`config.mk`:
```
export PLATFORM = sky130hd
export DESIGN_NAME = spr_ram
export DESIGN_NICKNAME = d
export VERILOG_FILES = /design/src/sv/spr_ram.sv
export SDC_FILE = /design/constraint.sdc
export NUM_CORES = 1
export LEC_CHECK = 0
export BUFFER_PORTS_ARGS = -buffer_cell sky130_fd_sc_hd__clkbuf_2
export CORE_ASPECT_RATIO = 0.75
export CORE_MARGIN = 8
export CORE_UTILIZATION = 54
export CTS_CLUSTER_SIZE = 10
export DETAILED_ROUTE_END_ITERATION = 10
export PLACE_DENSITY_LB_ADDON = 0.1
export SLEW_MARGIN = 30
export SYNTH_ARGS = -nofsm -noshare
export SYNTH_HDL_FRONTEND = slang
export SYNTH_SLANG_ARGS = --single-unit
```
`constraint.sdc`:
```
create_clock -name clk_i -period 2 [get_ports clk_i]
set_input_delay 0.4 -clock clk_i [delete_from_list [all_inputs] [get_ports clk_i]]
set_output_delay 0.4 -clock clk_i [all_outputs]
set_load 0.005 [all_outputs]
```
`src/sv/spr_ram.sv`:
```
module spr_ram #(
  parameter int unsigned WIDTH = 8,
  parameter int unsigned DEPTH = 16
) (
  input  logic                                          clk_i,
  input  logic                                          we_i,
  input  logic [((DEPTH > 1) ? $clog2(DEPTH) : 1)-1:0]  waddr_i,
  input  logic [WIDTH-1:0]                              wdata_i,
  input  logic [((DEPTH > 1) ? $clog2(DEPTH) : 1)-1:0]  raddr_i,
  output logic [WIDTH-1:0]                              rdata_o
);

  logic [WIDTH-1:0] mem_q [DEPTH];
  logic [WIDTH-1:0] rdata_q;

  // one write port, one registered read port
  always_ff @(posedge clk_i) begin
    if (we_i) begin
      mem_q[waddr_i] <= wdata_i;
    end
    rdata_q <= mem_q[raddr_i];
  end

  assign rdata_o = rdata_q;

endmodule

```
Word-level counts from Yosys, hierarchy flattened. Memories as Yosys holds them, arrays and structs flattened. A register that Yosys moved wholly into a read port is not among the register bits. Index checks and enable logic that the tools add are counted.

Flip-flop bits (word level): 0. Bits in writable memories: 128. Input bits: 18. Output and inout port bits: 8. Memories kept: 1.

Multiplexer cells: 2.

Memories: mem_q (depth 16, width 8, read ports 1, clocked after memory_dff 1, write ports 1, line 13) `logic [WIDTH-1:0] mem_q [DEPTH];`.

Operators by type and width (number): 1-bit 2-to-1 mux (2).

Logic depth before layout (Yosys ltp). Gate-level depths: netlist of run 1.

Depth after elaboration: 2. Gate-level depth with buffers: 5. Gate-level depth less buffers: 3.

Worst setup path after synthesis of run 1. OpenSTA, ideal clock, no wires.

Path type: input to register. Start point: input waddr_i[2] (netlist name). End point: memory mem_q[0][0], enable pin. Library setup time: 383 ps. Arrival time: 1510 ps. Data required time: 1617 ps. Slack: 107 ps. Stages on the path: 2. Path buffers: 0. Cell sequence: or3b_2 > nor3_1.

RTL lines: start: declaration (line 7) `input logic [((DEPTH > 1) ? $clog2(DEPTH) : 1)-1:0] waddr_i,`; end: declaration (line 13).

No word-level cell before the write port.

==> impl_metrics.tcl, run 1 <==
set metrics [dict create \
    cap_violations 0 \
    reg2reg_depth 3 \
    drive_above_1_share 0.329 \
    layout_common_cells "edfxtp_1 (128), clkbuf_2 (25), buf_4 (19)" \
    nFillCells 652 \
    drt-initial-drc-count 220 \
    crit_fanout 9 \
    grt_max_degree 33 \
    worstMarginPinSlew_ns 0.741 \
    timing.rr.end "rdata_o[0]$_DFF_P_" \
    endpoint_kind "register" \
    fin_cells 430 \
    finalSetupViolations 0 \
    cts_setup_buffers 0 \
    layout_commonest_cell "edfxtp_1" \
    cts_tree "yes" \
    finalWirelength_mm 9.22 \
    crit_cells 5 \
    cts_made_buffers 17 \
    synth-seq-area-share 0.778 \
    ctsResizeCount 0 \
    cp_data_arrival_time_ns 1.76 \
    synth.area.mux_share 0.150 \
    htreeDepth 4 \
    finalClockSkew_ns 0.0197 \
    endpoint "rdata_o[3]$_DFF_P_" \
    cp_top_family "multiplexers" \
    setup.worst_path.start "raddr_i[0]" \
    synth_top_family_by_area "multiplexers" \
    track_usage 0.159 \
    fp-row-count 31 \
    ant_nets 0 \
    vias 2357 \
    area_growth_syn_to_layout_pct 21.1 \
    portBuffers 25 \
    fin_crit_sh 0.730 \
    synth_xor_xnor_area_share 0 \
    num_antenna_cells 0 \
    grt_pass1_vias 2470 \
    cp_data_required_time_ns 2.30 \
    fin_crit_ns 1.46 \
    wl_per_cell_um 21.4 \
    synth.distinct_cells 19 \
    relSlewSlack 0.505 \
    dieArea_mm2 0.0129 \
    r2r_start "mem_q[0][0]$_DFFE_PP_" \
    drc_errors 0 \
    cts-root-buf "clkbuf_16" \
    hpwlAfterDp_mm 5.99 \
    regToRegSetupSlack_ns 0.60 \
    synthesis.nets 247 \
    grt_pass1_wl_mm 14.3 \
    syn_avg_cell_area_um2 22.5 \
    fin_nets 303 \
    final_util 0.658 \
    design.core.area_mm2 0.00946 \
    yosys.area_share.simple 0.0318 \
    gp_congestion 0.772 \
    antenna_found_initial 0 \
    critPathLaunchType "input port" \
    synth_compound_area_frac 0.0233 \
    power.density_mw_per_mm2 1130 \
    dp_cells 398 \
    p_leak_nw 2.16 \
    vdd_drop_max_mv 1.00 \
    grt_overflow 0 \
    grt_setup_unrepaired "no" \
    insertion_delay_ns 0.43 \
    drv_slew 0 \
    clock.fmax_mhz 685 \
    boundaryPins 26 \
    cts_sinks 136 \
    clkTransAtPathRegs_ns 0.05 \
    tns_ns 0 \
    path_buf_inv 2 \
    hold_slack_ns 0.405 \
    synth_adder_area_share 0 \
    first_pass_iters 4 \
    die_x_um 129 \
    path_class "in -> reg" \
    ys_warn_count 0 \
    cts_hold_buf 0 \
    path_cells "clkbuf_2 -> buf_4 -> mux4_1 -> a22oi_1 -> nand2_1" \
    cp_slowest_cell "mux4_1" \
    hold_viol 0 \
    hold_path_class "in -> reg" \
    critPathMaxStageDelay_ns 0.56 \
    clockBufferDepth 2 \
    syn_area_mm2 0.00515 \
    start_util 0.544 \
    synthCells 229 \
    status "complete, no violations" \
    p_total_mw 7.02 \
    ys_ff_latch 136 \
    die_h_um 101 \
    vias_per_cell 5.48 \
]
## registers in the layout (all words and copies together), names as in the netlist
name     count
mem_q      128
rdata_o      8
## worst reg2reg max path: stages (launching register included)
cell and delay (ns):
edfxtp_1 0.39, mux4_1 0.52, a22oi_1 0.28, nand2_1 0.09
## layout make-up
cell class | count | area [µm²] | area share
Sequential cell | 136 | 4000 | 0.643
Tap cell | 132 | 165 | 0.0265
Timing Repair Buffer | 47 | 328 | 0.0526
Clock buffer | 19 | 453 | 0.0727
Multi-Input combinational cell | 83 | 1060 | 0.170
Clock inverter | 13 | 224 | 0.0359
## worst min-delay path by stage
stage                                 from                    end  slack [ns]  depth (start not counted)
floorplan                       wdata_i[0]  mem_q[0][0]$_DFFE_PP_        0.50                          0
global placement    mem_q[13][3]$_DFFE_PP_     rdata_o[3]$_DFF_P_        0.65                          3
detailed placement   mem_q[8][3]$_DFFE_PP_     rdata_o[3]$_DFF_P_        0.67                          3
CTS                             wdata_i[6]  mem_q[3][6]$_DFFE_PP_        0.39                          1
global route                    wdata_i[6]  mem_q[5][6]$_DFFE_PP_        0.43                          1
finish                          wdata_i[6]  mem_q[5][6]$_DFFE_PP_        0.41                          1
## synthesized netlist by cell type, drive strengths merged
cell	instances	area share
nor3	4	0.0039
mux4	32	0.15
nor2b	1	0.0012
buf	7	0.011
and2	1	0.0012
nand2b	2	0.0024
edfxtp	128	0.75
clkdlybuf4s25	3	0.0058
nand3b	2	0.0029
nand3	1	0.00097
or3b	1	0.0017
a22oi	16	0.023
nor2	13	0.0095
dfxtp	8	0.031
and2b	1	0.0015
nand2	9	0.0066
## cell families (layout without fill, tap and decap cells)
family	after synthesis	after routing
DFF	136	136
muxes	32	32
buffers and inverters	10	79
AOI/OAI and AO/OA	16	16
and+or+nand+nor	35	35
## through the flow
stage / area (µm²) / setup slack (ns)
CTS: 6230 / 0.551
detailed placement: 5550 / 0.103
global route: 6230 / 0.468
global placement: 5550 / 0.0979
finish: 6230 / 0.540
floorplan: 5150 / 0.107
## metal layers
metal	global-route usage	part of all wire	vias up
li1	-	-	1085
met1	0.207	0.45	1186
met2	0.236	0.47	76
met3	0.0513	0.065	10
met4	0.0756	0.013	0
met5	0	0	-
## power breakdown
| group | leakage, nW | switching, mW | total [mW] | internal [mW] |
|---|---|---|---|---|
| registers | 1.22 | 0.0168 | 3.20 | 3.19 |
| clock network | 0.329 | 1.13 | 3.52 | 2.39 |
| logic | 0.604 | 0.161 | 0.294 | 0.133 |
| total | 2.16 | 1.30 | 7.02 | 5.71 |
No activity file was read; power rests on OpenSTA's default activity.
==> inputs of run 2 (changes only) <==
--- a/config.mk
+++ b/config.mk
@@ -8,7 +8,7 @@
 export BUFFER_PORTS_ARGS = -buffer_cell sky130_fd_sc_hd__clkbuf_2
 export CORE_ASPECT_RATIO = 0.75
 export CORE_MARGIN = 8
-export CORE_UTILIZATION = 54
+export CORE_UTILIZATION = 55
 export CTS_CLUSTER_SIZE = 10
 export DETAILED_ROUTE_END_ITERATION = 10
 export PLACE_DENSITY_LB_ADDON = 0.1
==> constraint.sdc (replaced) <==
create_clock -name clk_i -period 1.4 [get_ports clk_i]
set_input_delay 0.28 -clock clk_i [delete_from_list [all_inputs] [get_ports clk_i]]
set_output_delay 0.28 -clock clk_i [all_outputs]
set_load 0.005 [all_outputs]
==> run 2 against run 1 <==
Via count is 6.4% higher. Non-clock buffer count is 13 higher. Routed wire length is 10% higher. Worst setup slack worse by 0.50 ns. Cell area hardly changed. Critical path type is now reg -> reg. Largest power group is now registers. Critical endpoint is now rdata_o[5]$_DFF_P_. Sequential share of layout area hardly changed. Core utilization is 2.8 points higher. Global-route usage is 1.3 points higher.
==> impl_metrics.tcl, run 2 (same netlist as run 1, synthesis figures left out) <==
set metrics [dict create \
    status "complete, no violations" \
    insertion_delay_ns 0.41 \
    drc_errors 0 \
    regToRegSetupSlack_ns 0.04 \
    grt_setup_unrepaired "no" \
    hold_slack_ns 0.295 \
    p_leak_nw 2.16 \
    path_class "reg -> reg" \
    boundaryPins 26 \
    endpoint_kind "register" \
    finalClockSkew_ns 0.00721 \
    path_cells "mux4_2 -> a22oi_2 -> nand2_1" \
    clkTransAtPathRegs_ns 0.05 \
    cp_top_family "multiplexers" \
    die_h_um 99.8 \
    layout_commonest_cell "edfxtp_1" \
    drt-initial-drc-count 269 \
    ant_nets 0 \
    cts_made_buffers 17 \
    min-delay-start "wdata_i[4]" \
    antenna_found_initial 0 \
    cts_tree "yes" \
    hold_viol 0 \
    design.core.area_mm2 0.00908 \
    tns_ns 0 \
    first_pass_iters 5 \
    drv_slew 0 \
    r2r_start "mem_q[2][5]$_DFFE_PP_" \
    top_register "mem_q" \
    htreeDepth 4 \
    power.density_mw_per_mm2 1440 \
    cts_sinks 136 \
    critPathLaunchType "register" \
    dieArea_mm2 0.0127 \
    grt_pass1_wl_mm 15.3 \
    portBuffers 25 \
    vdd_drop_max_mv 0.850 \
    vias 2508 \
    clockBufferDepth 2 \
    critPathMaxStageDelay_ns 0.50 \
    path_buf_inv 0 \
    nFillCells 610 \
    timing.rr.end "rdata_o[5]$_DFF_P_" \
    fin_crit_ns 1.36 \
    hold_path_class "in -> reg" \
    cp_data_arrival_time_ns 1.65 \
    pre_cts_ws_ns -0.451 \
    setup_ws_ns 0.0441 \
    holdPathEnd "mem_q[4][4]$_DFFE_PP_" \
    cts_hold_buf 0 \
    vias_per_cell 5.71 \
    cts-root-buf "clkbuf_16" \
    num_antenna_cells 0 \
    cp_slowest_cell "mux4_2" \
    grt_overflow 0 \
    min_path_cells 1 \
    fin_crit_sh 0.968 \
    grt_pass1_vias 2511 \
    cp_data_required_time_ns 1.69 \
    track_usage 0.171 \
    crit_fanout 1 \
    grt_max_degree 18 \
    wl_per_cell_um 23.2 \
    layout_common_cells "edfxtp_1 (128), buf_4 (31), clkbuf_2 (25)" \
    gp_congestion 0.788 \
    finalSetupViolations 0 \
    relSlewSlack 0.431 \
    die_x_um 128 \
    clock.fmax_mhz 738 \
    start_util 0.567 \
    finalWirelength_mm 10.2 \
    drive_above_1_share 0.367 \
    cts_setup_buffers 0 \
    fp-row-count 30 \
    largest_reg_flops 128 \
    cap_violations 0 \
    worstMarginPinSlew_ns 0.850 \
    hpwlAfterDp_mm 6.72 \
    reg2reg_depth 3 \
    area_growth_syn_to_layout_pct 21.1 \
    fin_nets 316 \
]
run 2: how the worst max path moves through the flow:
stage,start,to,slack (ns),cells after the start
2_1_floorplan,raddr_i[0],rdata_o[1]$_DFF_P_,-0.02,5
3_3_place_gp,raddr_i[0],rdata_o[7]$_DFF_P_,-0.40,5
3_5_place_dp,raddr_i[0],rdata_o[7]$_DFF_P_,-0.45,5
4_1_cts,mem_q[5][3]$_DFFE_PP_,rdata_o[3]$_DFF_P_,0.02,3
5_1_grt,mem_q[5][0]$_DFFE_PP_,rdata_o[0]$_DFF_P_,0.0009,3
6_report,mem_q[2][5]$_DFFE_PP_,rdata_o[5]$_DFF_P_,0.04,3
run 2: routing by layer:
layer  part of all wire  vias to the layer above  routed length [µm]  track usage
met2               0.46                      107                4690        0.246
met4             0.0029                        0                  30       0.0519
met5                  0                        -                   0            0
li1                   -                     1115                   -            -
met1               0.45                     1284                4560        0.241
met3              0.089                        2                 902       0.0609
run 2: worst reg2reg max path, cell delays in order, from the launching register on:
cell and delay (ns):
edfxtp_1 0.36, mux4_2 0.50, a22oi_2 0.28, nand2_1 0.09
run 2: timing repair:
| item | in CTS | in global routing |
|---|---|---|
| endpoints found under the setup margin | 3 | 4 |
| pin swaps | 0 | 3 |
| cloned | 0 | 0 |
| gates resized for setup | 3 | 2 |
run 2: layout make-up:
type | instances | area [µm²] | area share
Multi-Input combinational cell | 83 | 1100 | 0.177
Clock buffer | 28 | 507 | 0.0813
Clock inverter | 4 | 18.8 | 0.00301
Timing Repair Buffer | 60 | 438 | 0.0703
Tap cell | 128 | 160 | 0.0257
Sequential cell | 136 | 4000 | 0.642
run 2: per-stage QoR:
stage	std cells	power [mW]	util	instance area [µm²]
global placement	407	5.12	0.626	5690
detailed placement	407	5.13	0.626	5690
floorplan	229	4.90	-	5190
global route	439	9.25	0.686	6230
CTS	439	9.05	0.686	6230
finish	439	8.99	0.686	6230
run 2: power breakdown:
group	switching (mW)	total, mW	internal, mW
clock	1.50	3.93	2.44
sequential	0.0318	4.59	4.56
combinational	0.253	0.468	0.216
==> inputs of run 3 (changes only) <==
--- a/config.mk
+++ b/config.mk
@@ -11,7 +11,7 @@
 export CORE_UTILIZATION = 55
 export CTS_CLUSTER_SIZE = 10
 export DETAILED_ROUTE_END_ITERATION = 10
-export PLACE_DENSITY_LB_ADDON = 0.1
+export PLACE_DENSITY = 0.79
 export SLEW_MARGIN = 30
 export SYNTH_ARGS = -nofsm -noshare
 export SYNTH_HDL_FRONTEND = slang
==> run 3 against run 2 <==
Sequential cell count unchanged. Clock skew is 0.0026 ns higher. Non-clock buffer count is 9 lower. Worst setup slack improved by 0.040 ns. Critical path depth unchanged. Routed wire length is 1.7% lower. Cell count shrank 2.3%. Largest cell class unchanged. Largest power group unchanged.
==> impl_metrics.tcl, run 3 (same netlist as run 1, synthesis figures left out) <==
set metrics [dict create \
    num_antenna_cells 0 \
    cts_hold_buf 0 \
    fin_crit_ns 1.32 \
    cts_made_buffers 17 \
    largest_reg_flops 128 \
    grt_pass1_vias 2629 \
    insertion_delay_ns 0.42 \
    r2r_start "mem_q[3][6]$_DFFE_PP_" \
    design.core.area_mm2 0.00908 \
    cp_data_arrival_time_ns 1.62 \
    critPathLaunchType "register" \
    gp_congestion 0.731 \
    clock.fmax_mhz 760 \
    switchingPower_mw 1.76 \
    finalSetupViolations 0 \
    fin_crit_sh 0.940 \
    finalClockSkew_ns 0.00978 \
    ant_nets 0 \
    nFillCells 572 \
    cts-root-buf "clkbuf_16" \
    reg2reg_depth 3 \
    setup_ws_ns 0.0840 \
    top_register "mem_q" \
    drive_above_1_share 0.332 \
    cp_data_required_time_ns 1.70 \
    regToRegSetupSlack_ns 0.08 \
    endpoint_kind "register" \
    dieArea_mm2 0.0127 \
    swShare 0.187 \
    clockBufferDepth 2 \
    htreeDepth 4 \
    status "complete, no violations" \
    layout_commonest_cell "edfxtp_1" \
    layout_common_cells "edfxtp_1 (128), clkbuf_2 (25), buf_4 (19)" \
    clkTransAtPathRegs_ns 0.05 \
    grt_pass1_wl_mm 15.4 \
    relSlewSlack 0.499 \
    comb_power_share 0.048 \
    antenna_found_initial 0 \
    cts_tree "yes" \
    p_int_mw 7.64 \
    cts_setup_buffers 0 \
    grt_setup_unrepaired "no" \
    drc_errors 0 \
    dp_cells 398 \
    fin_nets 307 \
    area_growth_syn_to_layout_pct 21.3 \
    wl_per_cell_um 23.3 \
    crit_fanout 1 \
    path_class "reg -> reg" \
    min-delay-start "wdata_i[5]" \
    vias 2445 \
    dpl_cell_area_mm2 0.00566 \
    die_x_um 128 \
    vdd_drop_max_mv 1.24 \
    worstMarginPinSlew_ns 0.750 \
    portBuffers 25 \
    cts_sinks 136 \
    ctsResizeCount 0 \
    setup.worst_path.start "mem_q[3][6]$_DFFE_PP_" \
    start_util 0.567 \
    grt_overflow 0 \
    pre_cts_ws_ns -0.273 \
    cap_violations 0 \
    first_pass_iters 5 \
    grt_max_degree 17 \
    finalWirelength_mm 10.0 \
    hold_viol 0 \
    hpwlAfterDp_mm 6.49 \
    timing.rr.end "rdata_o[6]$_DFF_P_" \
    seq_power_share 0.488 \
    fin_cells 429 \
    vias_per_cell 5.70 \
    fp-row-count 30 \
    p_leak_nw 2.15 \
    power.density_mw_per_mm2 1500 \
    endpoint "rdata_o[6]$_DFF_P_" \
    drv_slew 0 \
    boundaryPins 26 \
    die_h_um 99.8 \
    hold_path_class "in -> reg" \
    pwr-share-clk 0.464 \
    track_usage 0.173 \
    drt-initial-drc-count 255 \
    final_area_mm2 0.00624 \
]
run 3: layout make-up:
| class | instances | area [µm²] | area share |
|---|---|---|---|
| well taps | 128 | 160 | 0.0257 |
| flip-flops and latches | 136 | 4000 | 0.641 |
| repair buffers | 51 | 408 | 0.0653 |
| multi-input cells | 83 | 1090 | 0.175 |
| clock buffers | 26 | 479 | 0.0768 |
| clock inverters | 5 | 98.8 | 0.0158 |
run 3: per-layer routing:
metal / track usage / share of wire
met5: 0 / 0
met2: 0.250 / 0.46
met1: 0.229 / 0.42
met4: 0.0792 / 0.017
met3: 0.0673 / 0.10
run 3: worst min path at each step:
stage                                  to  slack, ns  cells past startpoint
finish              mem_q[0][5]$_DFFE_PP_       0.29                      1
detailed placement     rdata_o[6]$_DFF_P_       0.66                      3
floorplan           mem_q[0][0]$_DFFE_PP_       0.38                      0
CTS                 mem_q[0][5]$_DFFE_PP_       0.30                      1
global route        mem_q[0][5]$_DFFE_PP_       0.31                      1
global placement       rdata_o[0]$_DFF_P_       0.66                      3
run 3: power groups by stage:
stage / Clock (mW) / Sequential [mW] / Combinational [mW]
4_1_cts: 4.41 / 4.59 / 0.455
3_5_place_dp: 0 / 4.67 / 0.452
2_1_floorplan: 0 / 4.66 / 0.238
3_3_place_gp: 0 / 4.66 / 0.437
6_report: 4.36 / 4.59 / 0.448
5_1_grt: 4.57 / 4.59 / 0.489
run 3: critical path, stage by stage (launching register included):
cell,delay [ns]
edfxtp_1,0.38
mux4_2,0.48
a22oi_1,0.27
nand2_1,0.08
run 3: through the flow:
stage | setup TNS [ns] | power (mW) | util | hold WS (ns)
detailed placement | -5.49 | 5.12 | 0.623 | 0.657
finish | 0 | 9.40 | 0.687 | 0.290
CTS | 0 | 9.45 | 0.687 | 0.296
global placement | -4.06 | 5.10 | 0.623 | 0.658
global route | 0 | 9.65 | 0.687 | 0.312
floorplan | -0.0929 | 4.90 | - | 0.379
